===== config.mk =====
export PLATFORM = sky130hd
export DESIGN_NAME = form_urlencoded_query_parser
export DESIGN_NICKNAME = d
export VERILOG_FILES = /design/src/rtl/core/fuqp_pkg.sv /design/src/rtl/core/fuqp_front.sv /design/src/rtl/core/fuqp_fifo.sv /design/src/rtl/core/fuqp_back.sv /design/src/rtl/core/form_urlencoded_query_parser.sv
export SDC_FILE = /design/constraint.sdc
export NUM_CORES = 1
export LEC_CHECK = 0
export ABC_AREA = 0
export CORE_ASPECT_RATIO = 1.1
export CORE_MARGIN = 2
export CORE_UTILIZATION = 40
export CTS_CLUSTER_DIAMETER = 120
export DETAILED_ROUTE_END_ITERATION = 10
export DONT_BUFFER_PORTS = 1
export MAX_ROUTING_LAYER = met4
export SLEW_MARGIN = 40
export SYNTH_ARGS = -nofsm -noshare
export SYNTH_HDL_FRONTEND = slang
export SYNTH_SLANG_ARGS = --single-unit

===== constraint.sdc =====
create_clock -name clk -period 5.5 [get_ports clk]
set_clock_uncertainty 0.2 [all_clocks]
set_input_delay 0.275 -clock clk [delete_from_list [all_inputs] [get_ports clk]]
set_output_delay 0.275 -clock clk [all_outputs]
set_load 0.02 [all_outputs]

===== src/rtl/core/fuqp_pkg.sv =====
`default_nettype none
package fuqp_pkg;

    typedef enum logic [2:0] {
        CLS_PLAIN  = 3'd0,
        CLS_PLUS   = 3'd1,
        CLS_PCT    = 3'd2,
        CLS_AMP    = 3'd3,
        CLS_EQ     = 3'd4,
        CLS_FORBID = 3'd5
    } char_class_t;

    typedef enum logic [1:0] {
        ST_CONT   = 2'd0,
        ST_ACCEPT = 2'd1,
        ST_REJECT = 2'd2
    } status_t;

    typedef enum logic [2:0] {
        FC_NONE      = 3'd0,
        FC_FORBIDDEN = 3'd1,
        FC_BAD_HEX   = 3'd2,
        FC_NAME_LONG = 3'd3,
        FC_VAL_LONG  = 3'd4,
        FC_PAIRS     = 3'd5,
        FC_EARLY_END = 3'd6,
        FC_MISPLACED = 3'd7
    } fail_cause_t;

    typedef enum logic [1:0] {
        ESC_NONE = 2'd0,
        ESC_HIGH = 2'd1,
        ESC_LOW  = 2'd2
    } esc_step_t;

    typedef enum logic [1:0] {
        CFG_MAX_NAME_LEN  = 2'd0,
        CFG_MAX_VALUE_LEN = 2'd1,
        CFG_MAX_PAIRS     = 2'd2
    } cfg_index_t;

    localparam logic [7:0] CHAR_PLUS    = 8'h2B;
    localparam logic [7:0] CHAR_PCT     = 8'h25;
    localparam logic [7:0] CHAR_AMP     = 8'h26;
    localparam logic [7:0] CHAR_EQ      = 8'h3D;
    localparam logic [7:0] CHAR_SPACE   = 8'h20;
    localparam logic [3:0] HEX_LETTER_0 = 4'hA;

    localparam logic [15:0] RST_MAX_NAME_LEN  = 16'd256;
    localparam logic [15:0] RST_MAX_VALUE_LEN = 16'd1024;
    localparam logic [9:0]  RST_MAX_PAIRS     = 10'd64;

    // One classified input word as it sits in the queue.
    typedef struct packed {
        logic [7:0]  ch;
        logic        at_end;
        char_class_t cls;
        logic        hex_ok;
        logic [3:0]  hex_val;
    } item_t;

    typedef struct packed {
        logic        byte_valid;
        logic [7:0]  decoded_byte;
        logic        in_value;
        logic        field_done;
        status_t     status;
        fail_cause_t fail_cause;
    } result_t;

endpackage
`default_nettype wire


===== src/rtl/core/fuqp_front.sv =====
`default_nettype none
module fuqp_front (
    input  wire logic [7:0]     char_in,
    input  wire logic           at_end,
    output fuqp_pkg::item_t     item
);

    always_comb
    begin
        item.ch      = char_in;
        item.at_end  = at_end;
        item.hex_ok  = 1'b1;
        item.hex_val = 4'd0;
        if (char_in inside {[8'h30:8'h39]})
        begin
            item.hex_val = char_in[3:0];
        end
        else if (char_in inside {[8'h41:8'h46], [8'h61:8'h66]})
        begin
            item.hex_val = 4'(char_in[2:0] - 3'd1) + fuqp_pkg::HEX_LETTER_0;
        end
        else
        begin
            item.hex_ok = 1'b0;
        end

        case (char_in)
            fuqp_pkg::CHAR_PLUS: item.cls = fuqp_pkg::CLS_PLUS;
            fuqp_pkg::CHAR_PCT:  item.cls = fuqp_pkg::CLS_PCT;
            fuqp_pkg::CHAR_AMP:  item.cls = fuqp_pkg::CLS_AMP;
            fuqp_pkg::CHAR_EQ:   item.cls = fuqp_pkg::CLS_EQ;
            default:
            begin
                if (char_in <= fuqp_pkg::CHAR_SPACE || char_in[7])
                begin
                    item.cls = fuqp_pkg::CLS_FORBID;
                end
                else
                begin
                    item.cls = fuqp_pkg::CLS_PLAIN;
                end
            end
        endcase
    end

endmodule
`default_nettype wire


===== src/rtl/core/fuqp_fifo.sv =====
`default_nettype none
module fuqp_fifo #(
    parameter int WIDTH = 17,
    parameter int DEPTH = 4
) (
    input  wire logic             clk,
    input  wire logic             rst_n,
    input  wire logic             push,
    input  wire logic [WIDTH-1:0] wr_data,
    input  wire logic             pop,
    output logic      [WIDTH-1:0] rd_data,
    output logic                  not_empty,
    output logic                  full
);

    localparam int PW = (DEPTH > 1) ? $clog2(DEPTH) : 1;
    localparam int CW = $clog2(DEPTH + 1);
    localparam logic [PW-1:0] LAST = PW'(DEPTH - 1);

    logic [WIDTH-1:0] mem_reg [DEPTH];
    logic [PW-1:0]    wr_ptr_reg, wr_ptr_next;
    logic [PW-1:0]    rd_ptr_reg, rd_ptr_next;
    logic [CW-1:0]    count_reg, count_next;

    assign rd_data   = mem_reg[rd_ptr_reg];
    assign not_empty = (count_reg != '0);
    assign full      = (count_reg == CW'(DEPTH));

    always_comb
    begin
        wr_ptr_next = wr_ptr_reg;
        rd_ptr_next = rd_ptr_reg;
        count_next  = count_reg;
        if (push)
        begin
            wr_ptr_next = (wr_ptr_reg == LAST) ? '0 : wr_ptr_reg + 1'b1;
        end
        if (pop)
        begin
            rd_ptr_next = (rd_ptr_reg == LAST) ? '0 : rd_ptr_reg + 1'b1;
        end
        if (push && !pop)
        begin
            count_next = count_reg + 1'b1;
        end
        else if (pop && !push)
        begin
            count_next = count_reg - 1'b1;
        end
    end

    always_ff @(posedge clk or negedge rst_n)
    begin
        if (!rst_n)
        begin
            wr_ptr_reg <= '0;
            rd_ptr_reg <= '0;
            count_reg  <= '0;
        end
        else
        begin
            wr_ptr_reg <= wr_ptr_next;
            rd_ptr_reg <= rd_ptr_next;
            count_reg  <= count_next;
        end
    end

    always_ff @(posedge clk)
    begin
        if (push)
        begin
            mem_reg[wr_ptr_reg] <= wr_data;
        end
    end

endmodule
`default_nettype wire


===== src/rtl/core/fuqp_back.sv =====
`default_nettype none
module fuqp_back (
    input  wire logic              clk,
    input  wire logic              rst_n,
    input  wire logic              cfg_we,
    input  wire logic [1:0]        cfg_index,
    input  wire logic [15:0]       cfg_data,
    input  wire logic              q_valid,
    input  wire fuqp_pkg::item_t   q_item,
    output logic                   q_pop,
    input  wire logic              out_ready,
    output logic                   out_valid,
    output fuqp_pkg::result_t      out_res
);

    logic [15:0] max_name_len_reg;
    logic [15:0] max_value_len_reg;
    logic [9:0]  max_pairs_reg;

    logic                phase_reg, phase_next;
    fuqp_pkg::esc_step_t esc_reg, esc_next;
    logic [3:0]          nib_reg, nib_next;
    logic [15:0]         name_cnt_reg, name_cnt_next;
    logic [15:0]         val_cnt_reg, val_cnt_next;
    logic [9:0]          pairs_left_reg, pairs_left_next;
    logic                failed_reg, failed_next;

    logic                out_valid_reg;
    fuqp_pkg::result_t   res_reg, res_next;

    logic                dlv;
    logic [7:0]          dlv_byte;
    logic                fail;
    fuqp_pkg::fail_cause_t fail_cause;

    assign q_pop     = q_valid && (!out_valid_reg || out_ready);
    assign out_valid = out_valid_reg;
    assign out_res   = res_reg;

    always_comb
    begin
        phase_next      = phase_reg;
        esc_next        = esc_reg;
        nib_next        = nib_reg;
        name_cnt_next   = name_cnt_reg;
        val_cnt_next    = val_cnt_reg;
        pairs_left_next = pairs_left_reg;
        failed_next     = failed_reg;
        dlv             = 1'b0;
        dlv_byte        = q_item.ch;
        fail            = 1'b0;
        fail_cause      = fuqp_pkg::FC_NONE;

        res_next.byte_valid   = 1'b0;
        res_next.decoded_byte = 8'd0;
        res_next.in_value     = phase_reg;
        res_next.field_done   = 1'b0;
        res_next.status       = fuqp_pkg::ST_CONT;
        res_next.fail_cause   = fuqp_pkg::FC_NONE;

        if (q_item.at_end)
        begin
            res_next.status = fuqp_pkg::ST_REJECT;
            if (failed_reg)
            begin
                res_next.fail_cause = fuqp_pkg::FC_NONE;
            end
            else if (esc_reg != fuqp_pkg::ESC_NONE)
            begin
                res_next.fail_cause = fuqp_pkg::FC_EARLY_END;
            end
            else if (!phase_reg)
            begin
                if (name_cnt_reg != '0)
                begin
                    res_next.fail_cause = fuqp_pkg::FC_EARLY_END;
                end
                else
                begin
                    res_next.status = fuqp_pkg::ST_ACCEPT;
                end
            end
            else if (pairs_left_reg == '0)
            begin
                res_next.fail_cause = fuqp_pkg::FC_PAIRS;
            end
            else
            begin
                res_next.status     = fuqp_pkg::ST_ACCEPT;
                res_next.field_done = 1'b1;
            end
            phase_next      = 1'b0;
            esc_next        = fuqp_pkg::ESC_NONE;
            nib_next        = 4'd0;
            name_cnt_next   = '0;
            val_cnt_next    = '0;
            pairs_left_next = max_pairs_reg;
            failed_next     = 1'b0;
        end
        else if (failed_reg)
        begin
            res_next.status = fuqp_pkg::ST_REJECT;
        end
        else if (esc_reg == fuqp_pkg::ESC_HIGH)
        begin
            if (!q_item.hex_ok)
            begin
                fail       = 1'b1;
                fail_cause = fuqp_pkg::FC_BAD_HEX;
            end
            else
            begin
                nib_next = q_item.hex_val;
                esc_next = fuqp_pkg::ESC_LOW;
            end
        end
        else if (esc_reg == fuqp_pkg::ESC_LOW)
        begin
            if (!q_item.hex_ok)
            begin
                fail       = 1'b1;
                fail_cause = fuqp_pkg::FC_BAD_HEX;
            end
            else
            begin
                esc_next = fuqp_pkg::ESC_NONE;
                dlv      = 1'b1;
                dlv_byte = {nib_reg, q_item.hex_val};
            end
        end
        else
        begin
            case (q_item.cls)
                fuqp_pkg::CLS_PLUS:
                begin
                    dlv      = 1'b1;
                    dlv_byte = fuqp_pkg::CHAR_SPACE;
                end
                fuqp_pkg::CLS_PCT:
                begin
                    esc_next = fuqp_pkg::ESC_HIGH;
                end
                fuqp_pkg::CLS_AMP:
                begin
                    if (!phase_reg)
                    begin
                        fail       = 1'b1;
                        fail_cause = fuqp_pkg::FC_MISPLACED;
                    end
                    else if (pairs_left_reg == '0)
                    begin
                        fail       = 1'b1;
                        fail_cause = fuqp_pkg::FC_PAIRS;
                    end
                    else
                    begin
                        pairs_left_next     = pairs_left_reg - 1'b1;
                        phase_next          = 1'b0;
                        name_cnt_next       = '0;
                        res_next.field_done = 1'b1;
                    end
                end
                fuqp_pkg::CLS_EQ:
                begin
                    if (phase_reg)
                    begin
                        fail       = 1'b1;
                        fail_cause = fuqp_pkg::FC_MISPLACED;
                    end
                    else
                    begin
                        phase_next          = 1'b1;
                        val_cnt_next        = '0;
                        res_next.field_done = 1'b1;
                    end
                end
                fuqp_pkg::CLS_FORBID:
                begin
                    fail       = 1'b1;
                    fail_cause = fuqp_pkg::FC_FORBIDDEN;
                end
                default:
                begin
                    dlv = 1'b1;
                end
            endcase
        end

        if (dlv)
        begin
            if (!phase_reg)
            begin
                if (name_cnt_reg >= max_name_len_reg)
                begin
                    fail       = 1'b1;
                    fail_cause = fuqp_pkg::FC_NAME_LONG;
                end
                else
                begin
                    name_cnt_next = name_cnt_reg + 1'b1;
                end
            end
            else
            begin
                if (val_cnt_reg >= max_value_len_reg)
                begin
                    fail       = 1'b1;
                    fail_cause = fuqp_pkg::FC_VAL_LONG;
                end
                else
                begin
                    val_cnt_next = val_cnt_reg + 1'b1;
                end
            end
            if (!fail)
            begin
                res_next.byte_valid   = 1'b1;
                res_next.decoded_byte = dlv_byte;
            end
        end

        if (fail)
        begin
            failed_next         = 1'b1;
            res_next.status     = fuqp_pkg::ST_REJECT;
            res_next.fail_cause = fail_cause;
        end
    end

    always_ff @(posedge clk or negedge rst_n)
    begin
        if (!rst_n)
        begin
            max_name_len_reg  <= fuqp_pkg::RST_MAX_NAME_LEN;
            max_value_len_reg <= fuqp_pkg::RST_MAX_VALUE_LEN;
            max_pairs_reg     <= fuqp_pkg::RST_MAX_PAIRS;
            phase_reg         <= 1'b0;
            esc_reg           <= fuqp_pkg::ESC_NONE;
            nib_reg           <= 4'd0;
            name_cnt_reg      <= '0;
            val_cnt_reg       <= '0;
            pairs_left_reg    <= fuqp_pkg::RST_MAX_PAIRS;
            failed_reg        <= 1'b0;
            out_valid_reg     <= 1'b0;
        end
        else
        begin
            if (q_pop)
            begin
                phase_reg      <= phase_next;
                esc_reg        <= esc_next;
                nib_reg        <= nib_next;
                name_cnt_reg   <= name_cnt_next;
                val_cnt_reg    <= val_cnt_next;
                pairs_left_reg <= pairs_left_next;
                failed_reg     <= failed_next;
            end
            if (q_pop)
            begin
                out_valid_reg <= 1'b1;
            end
            else if (out_ready)
            begin
                out_valid_reg <= 1'b0;
            end
            if (cfg_we)
            begin
                case (cfg_index)
                    fuqp_pkg::CFG_MAX_NAME_LEN:  max_name_len_reg  <= cfg_data;
                    fuqp_pkg::CFG_MAX_VALUE_LEN: max_value_len_reg <= cfg_data;
                    fuqp_pkg::CFG_MAX_PAIRS:
                    begin
                        max_pairs_reg  <= cfg_data[9:0];
                        pairs_left_reg <= cfg_data[9:0];
                    end
                    default:
                    begin
                        max_pairs_reg <= max_pairs_reg;
                    end
                endcase
            end
        end
    end

    always_ff @(posedge clk)
    begin
        if (q_pop)
        begin
            res_reg <= res_next;
        end
    end

endmodule
`default_nettype wire


===== src/rtl/core/form_urlencoded_query_parser.sv =====
// Form-urlencoded query string parser.
// Input words arrive on the s_ stream: s_tdata carries one raw query byte and
// s_tlast marks the end of the string (the byte is then ignored). Every input
// word yields exactly one output word on the m_ stream, in order.
// Each output word carries an optional decoded byte, the name/value phase on
// m_tuser, a field-closed flag on m_tlast, and a status with a failure cause.
// Limits are set through cfg_we, cfg_index and cfg_data; the user must write
// them only while the block idles, which the block does not enforce. A front
// stage classifies each byte into a queue of QUEUE_DEPTH words, and a back
// stage updates the parser state and loads the output register. Throughput is
// one word per cycle while the receiver keeps m_tready high.
// When the receiver holds m_tready low, the output register and the queue
// absorb up to QUEUE_DEPTH + 1 words before s_tready drops.
// Reset empties the queue and output register, restores the default limits
// and returns the parser to the start of a name. An end marker rearms it.
`default_nettype none
module form_urlencoded_query_parser #(
    parameter int QUEUE_DEPTH = 4
) (
    input  wire logic        clk,
    input  wire logic        rst_n,
    input  wire logic        s_tvalid,
    output logic             s_tready,
    input  wire logic [7:0]  s_tdata,   // [7:0] char_in
    input  wire logic        s_tlast,
    output logic             m_tvalid,
    input  wire logic        m_tready,
    output logic      [15:0] m_tdata,   // [0] byte_valid, [8:1] decoded_byte,
                                        // [10:9] status, [13:11] fail_cause
    output logic             m_tuser,   // [0] in_value
    output logic             m_tlast,
    input  wire logic        cfg_we,
    input  wire logic [1:0]  cfg_index,
    input  wire logic [15:0] cfg_data
);

    localparam int ITEM_W = $bits(fuqp_pkg::item_t);

    fuqp_pkg::item_t   in_item;
    fuqp_pkg::item_t   q_item;
    logic [ITEM_W-1:0] q_data;
    logic              q_valid;
    logic              q_full;
    logic              q_pop;
    logic              push;
    fuqp_pkg::result_t res;

    assign s_tready = !q_full;
    assign push     = s_tvalid && !q_full;
    assign q_item   = fuqp_pkg::item_t'(q_data);

    fuqp_front u_front (
        .char_in (s_tdata),
        .at_end  (s_tlast),
        .item    (in_item)
    );

    fuqp_fifo #(
        .WIDTH (ITEM_W),
        .DEPTH (QUEUE_DEPTH)
    ) u_fifo (
        .clk       (clk),
        .rst_n     (rst_n),
        .push      (push),
        .wr_data   (in_item),
        .pop       (q_pop),
        .rd_data   (q_data),
        .not_empty (q_valid),
        .full      (q_full)
    );

    fuqp_back u_back (
        .clk       (clk),
        .rst_n     (rst_n),
        .cfg_we    (cfg_we),
        .cfg_index (cfg_index),
        .cfg_data  (cfg_data),
        .q_valid   (q_valid),
        .q_item    (q_item),
        .q_pop     (q_pop),
        .out_ready (m_tready),
        .out_valid (m_tvalid),
        .out_res   (res)
    );

    assign m_tdata = {2'b00, res.fail_cause, res.status, res.decoded_byte, res.byte_valid};
    assign m_tuser = res.in_value;
    assign m_tlast = res.field_done;

    a_reject_no_data: assert property (@(posedge clk) disable iff (!rst_n)
        m_tvalid && res.status == fuqp_pkg::ST_REJECT |-> !res.byte_valid && !res.field_done)
        else $error("rejected word carries data or closes a field");

    a_byte_continues: assert property (@(posedge clk) disable iff (!rst_n)
        m_tvalid && res.byte_valid |-> res.status == fuqp_pkg::ST_CONT && !res.field_done)
        else $error("decoded byte delivered with a final status");

    a_value_accept_closes: assert property (@(posedge clk) disable iff (!rst_n)
        m_tvalid && res.status == fuqp_pkg::ST_ACCEPT && res.in_value |-> res.field_done)
        else $error("accepted string in value phase did not close the value");

    a_pop_needs_room: assert property (@(posedge clk) disable iff (!rst_n)
        m_tvalid && !m_tready |-> !q_pop)
        else $error("back stage overwrote a stalled result");

endmodule
`default_nettype wire


==> impl_metrics.yaml <==
outcome:
  status: "completed"
pwr:
  p_leak_nw: 4.41
  powerDensity_nw_per_um2: 512
  ir_worst_vdd_mv: 0.219
run:
  cap_violations: 0
synth:
  synth_ff_type: "dfrtp_1"
  yosysWarningCount: 0
  syn-cell-area_um2: 9450
  synth_seq_cells: 184
  syn_area_per_cell_um2: 11.4
  syn_inst: 832
  synthArstFlopShare_pct: 54.3
  synth.distinct_cells: 69
  yosysSeqAreaShare_pct: 53.2
  synth_edf_count: 84
grt:
  grt.overflow.total: 0
  grt_usage_pct: 19.0
  grt_max_degree: 101
  grt_antenna_before_repair: 1
  grt_pass1_vias: 6596
  grt_pass1_wl_um: 35200
detailed_routing:
  vias_per_cell: 5.60
  wl_per_cell_um: 18.7
  antenna_left: 0
  wirelength_um: 22100
  dr.pass1.iters: 5
  num_vias: 6608
  initialDrtViolationCount: 287
  drc: 0
clock_tree:
  clkSinkCount: 184
  clk_latency_ns: 0.44
  cts_repair_resize_count: 0
  cts_setup_buffers: 0
  clkTransAtPathRegs_ns: 0.08
  htree_levels: 4
  numCtsBuffers: 17
  ctsHoldBuffers: 31
  ctsRootBufferMaster: "clkbuf_16"
  cts_buffer_depth: 2
  cts_tree: "done"
floorplan:
  start_util_pct: 40.4
  ios: 52
  fp-row-count: 59
  core-area_um2: 23400
  fp.dieArea_um2: 24900
  die_w_um: 151
  fp.dieH_um: 165
final_layout:
  final.fill_count: 2163
  largest_reg_flops: 68
  fin_nets: 943
  drive_gt1_share_pct: 11.6
  register_area_um2: 5030
  stdcell_area_um2: 10700
  mostFrequentLayoutCell: "nand2_1"
  final_cells: 1180
  post-route-util_pct: 45.9
  multi_input_area_um2: 4030
  final_cell_mix: "99 x nand2_1, 96 x dfrtp_1, 84 x edfxtp_1, 69 x inv_1, 49 x ha_1"
  area_growth_pct: 13.7
critical_path:
  r2r_start: "u_fifo.rd_ptr_reg[0]"
  worst-path-max-fanout: 29
  cp.arrival_ns: 4.28
  critical_path.startpoint: "u_fifo.rd_ptr_reg[0]"
  crit_chain: "mux4_2 > nand2b_1 > o31a_1 > or4_1 > a21o_1 > a221o_1"
  worst_path_max_delay_cell: "mux4_2"
  cp.required_ns: 5.62
  crit_type: "reg2reg"
  crit_path_max_incr_delay_ns: 0.85
  cp-start-kind: "flip-flop"
  end_kind: "flip-flop"
timing:
  setup_viol: 0
  max_freq_mhz: 240
  slew_headroom_pct: 39.1
  finalCriticalPeriod_ns: 4.16
  tightest_slew_ns: 0.907
  slew_violations: 0
  fin_setup_tns_ns: 0
  rsz0062_at_grt: "false"
  final-hold-violation-count: 0
  period_share_pct: 75.6
  setup_ws_ns: 1.34
placed_design:
  dp_slack_ns: 1.35
  placed_cells: 1116
  post-dp-hpwl_um: 15200
  gp_congestion: 0.845
  port_buffers: 0
  placed_cell_area_um2: 9780
worst_hold_path:
  hold_class: "in2reg"
  hold_start: "s_tdata[3]"
-- power breakdown --
part	internal (mW)	switching, mW	leakage, nW
registers	1.86	0.353	2.06
clock network	0.634	0.653	0.303
logic	0.773	1.23	2.05
-- cell type report --
type                    count  share of cell area (%)
diodes                      1                  0.0233
well taps                 305                    3.55
repair buffers             41                    3.75
multi-input cells         547                    37.5
clock buffers              17                    3.96
clock inverters            15                    1.90
inverters                  70                    2.45
flip-flops and latches    184                    46.8
-- worst paths after layout --
check,endpoint,slack [ns],depth (start not counted)
max in group asynchronous,u_back.pairs_left_reg[6],4.45,2
setup / recovery,u_back.val_cnt_reg[4],1.34,6
setup reg to reg,u_back.val_cnt_reg[4],1.34,6
min in group asynchronous,u_back.max_name_len_reg[12],0.20,2
hold / removal,u_fifo.mem_reg[3][7],0.03,2
hold reg to reg,u_back.max_pairs_reg[6],0.26,2
-- cells in the mapped netlist, types with 3 or more instances --
library cell	instances	area share, %
nand2_1	99	3.9
dfrtp_1	96	25
edfxtp_1	84	27
inv_1	70	2.8
ha_1	49	6.5
nor2_1	37	1.5
o21ai_0	34	1.8
nand3_1	31	1.6
mux2_2	22	2.6
clkbuf_1	20	0.79
mux4_2	17	4.1
a21oi_1	16	0.85
nor3_1	16	0.85
o221ai_1	16	1.5
and3_1	15	0.99
mux2i_1	14	1.5
or4_1	12	0.95
nand2b_1	11	0.73
a21o_1	10	0.79
nand4_1	10	0.66
a31oi_1	9	0.60
a41oi_1	9	0.83
nor4_1	8	0.53
and4_1	7	0.65
o211ai_1	7	0.56
a211oi_1	6	0.48
a221o_1	6	0.64
a22o_1	6	0.56
o311ai_0	6	0.56
a211o_1	5	0.46
o22ai_1	5	0.33
a22oi_1	4	0.32
buf_1	4	0.16
buf_2	4	0.21
dfstp_2	4	1.1
nand3b_1	4	0.32
nor2b_1	4	0.26
o2111ai_1	4	0.37
nor4b_1	3	0.28
o2bb2ai_1	3	0.28
o31ai_1	3	0.24
or2_2	3	0.20
-- worst max-delay path: cells and delay by family, from the launching register on --
family / cells / cell delay (ns)
compound gates: 3 / 1.20
flops: 1 / 0.67
mux: 1 / 0.85
simple gates: 2 / 1.11
-- cells by family after synthesis --
logic type | Yosys count | share of synthesized area [%]
compound gates | 165 | 12.6
xor+xnor | 4 | 0.371
fa+ha+maj | 50 | 6.70
buf+inv | 102 | 4.34
flops | 184 | 53.2
mux | 53 | 8.16
other cells | 1 | 0.0397
simple gates | 273 | 14.6
-- per-stage QoR --
stage	hold WS [ns]	power, mW
6_report	0.0299	5.50
5_1_grt	0.0446	5.85
4_1_cts	0.0191	5.55
3_5_place_dp	-0.218	4.21
3_3_place_gp	-0.218	4.18
2_1_floorplan	-0.221	3.59
-- per-layer routing --
metal	up-vias	global-route usage [%]	share of wire [%]
met5	-	-	0
met4	0	5.57	1.7
met3	26	3.54	4.5
met2	135	32.6	50
met1	3272	23.0	43
li1	3175	-	-
(Power assumes the default switching activity.)
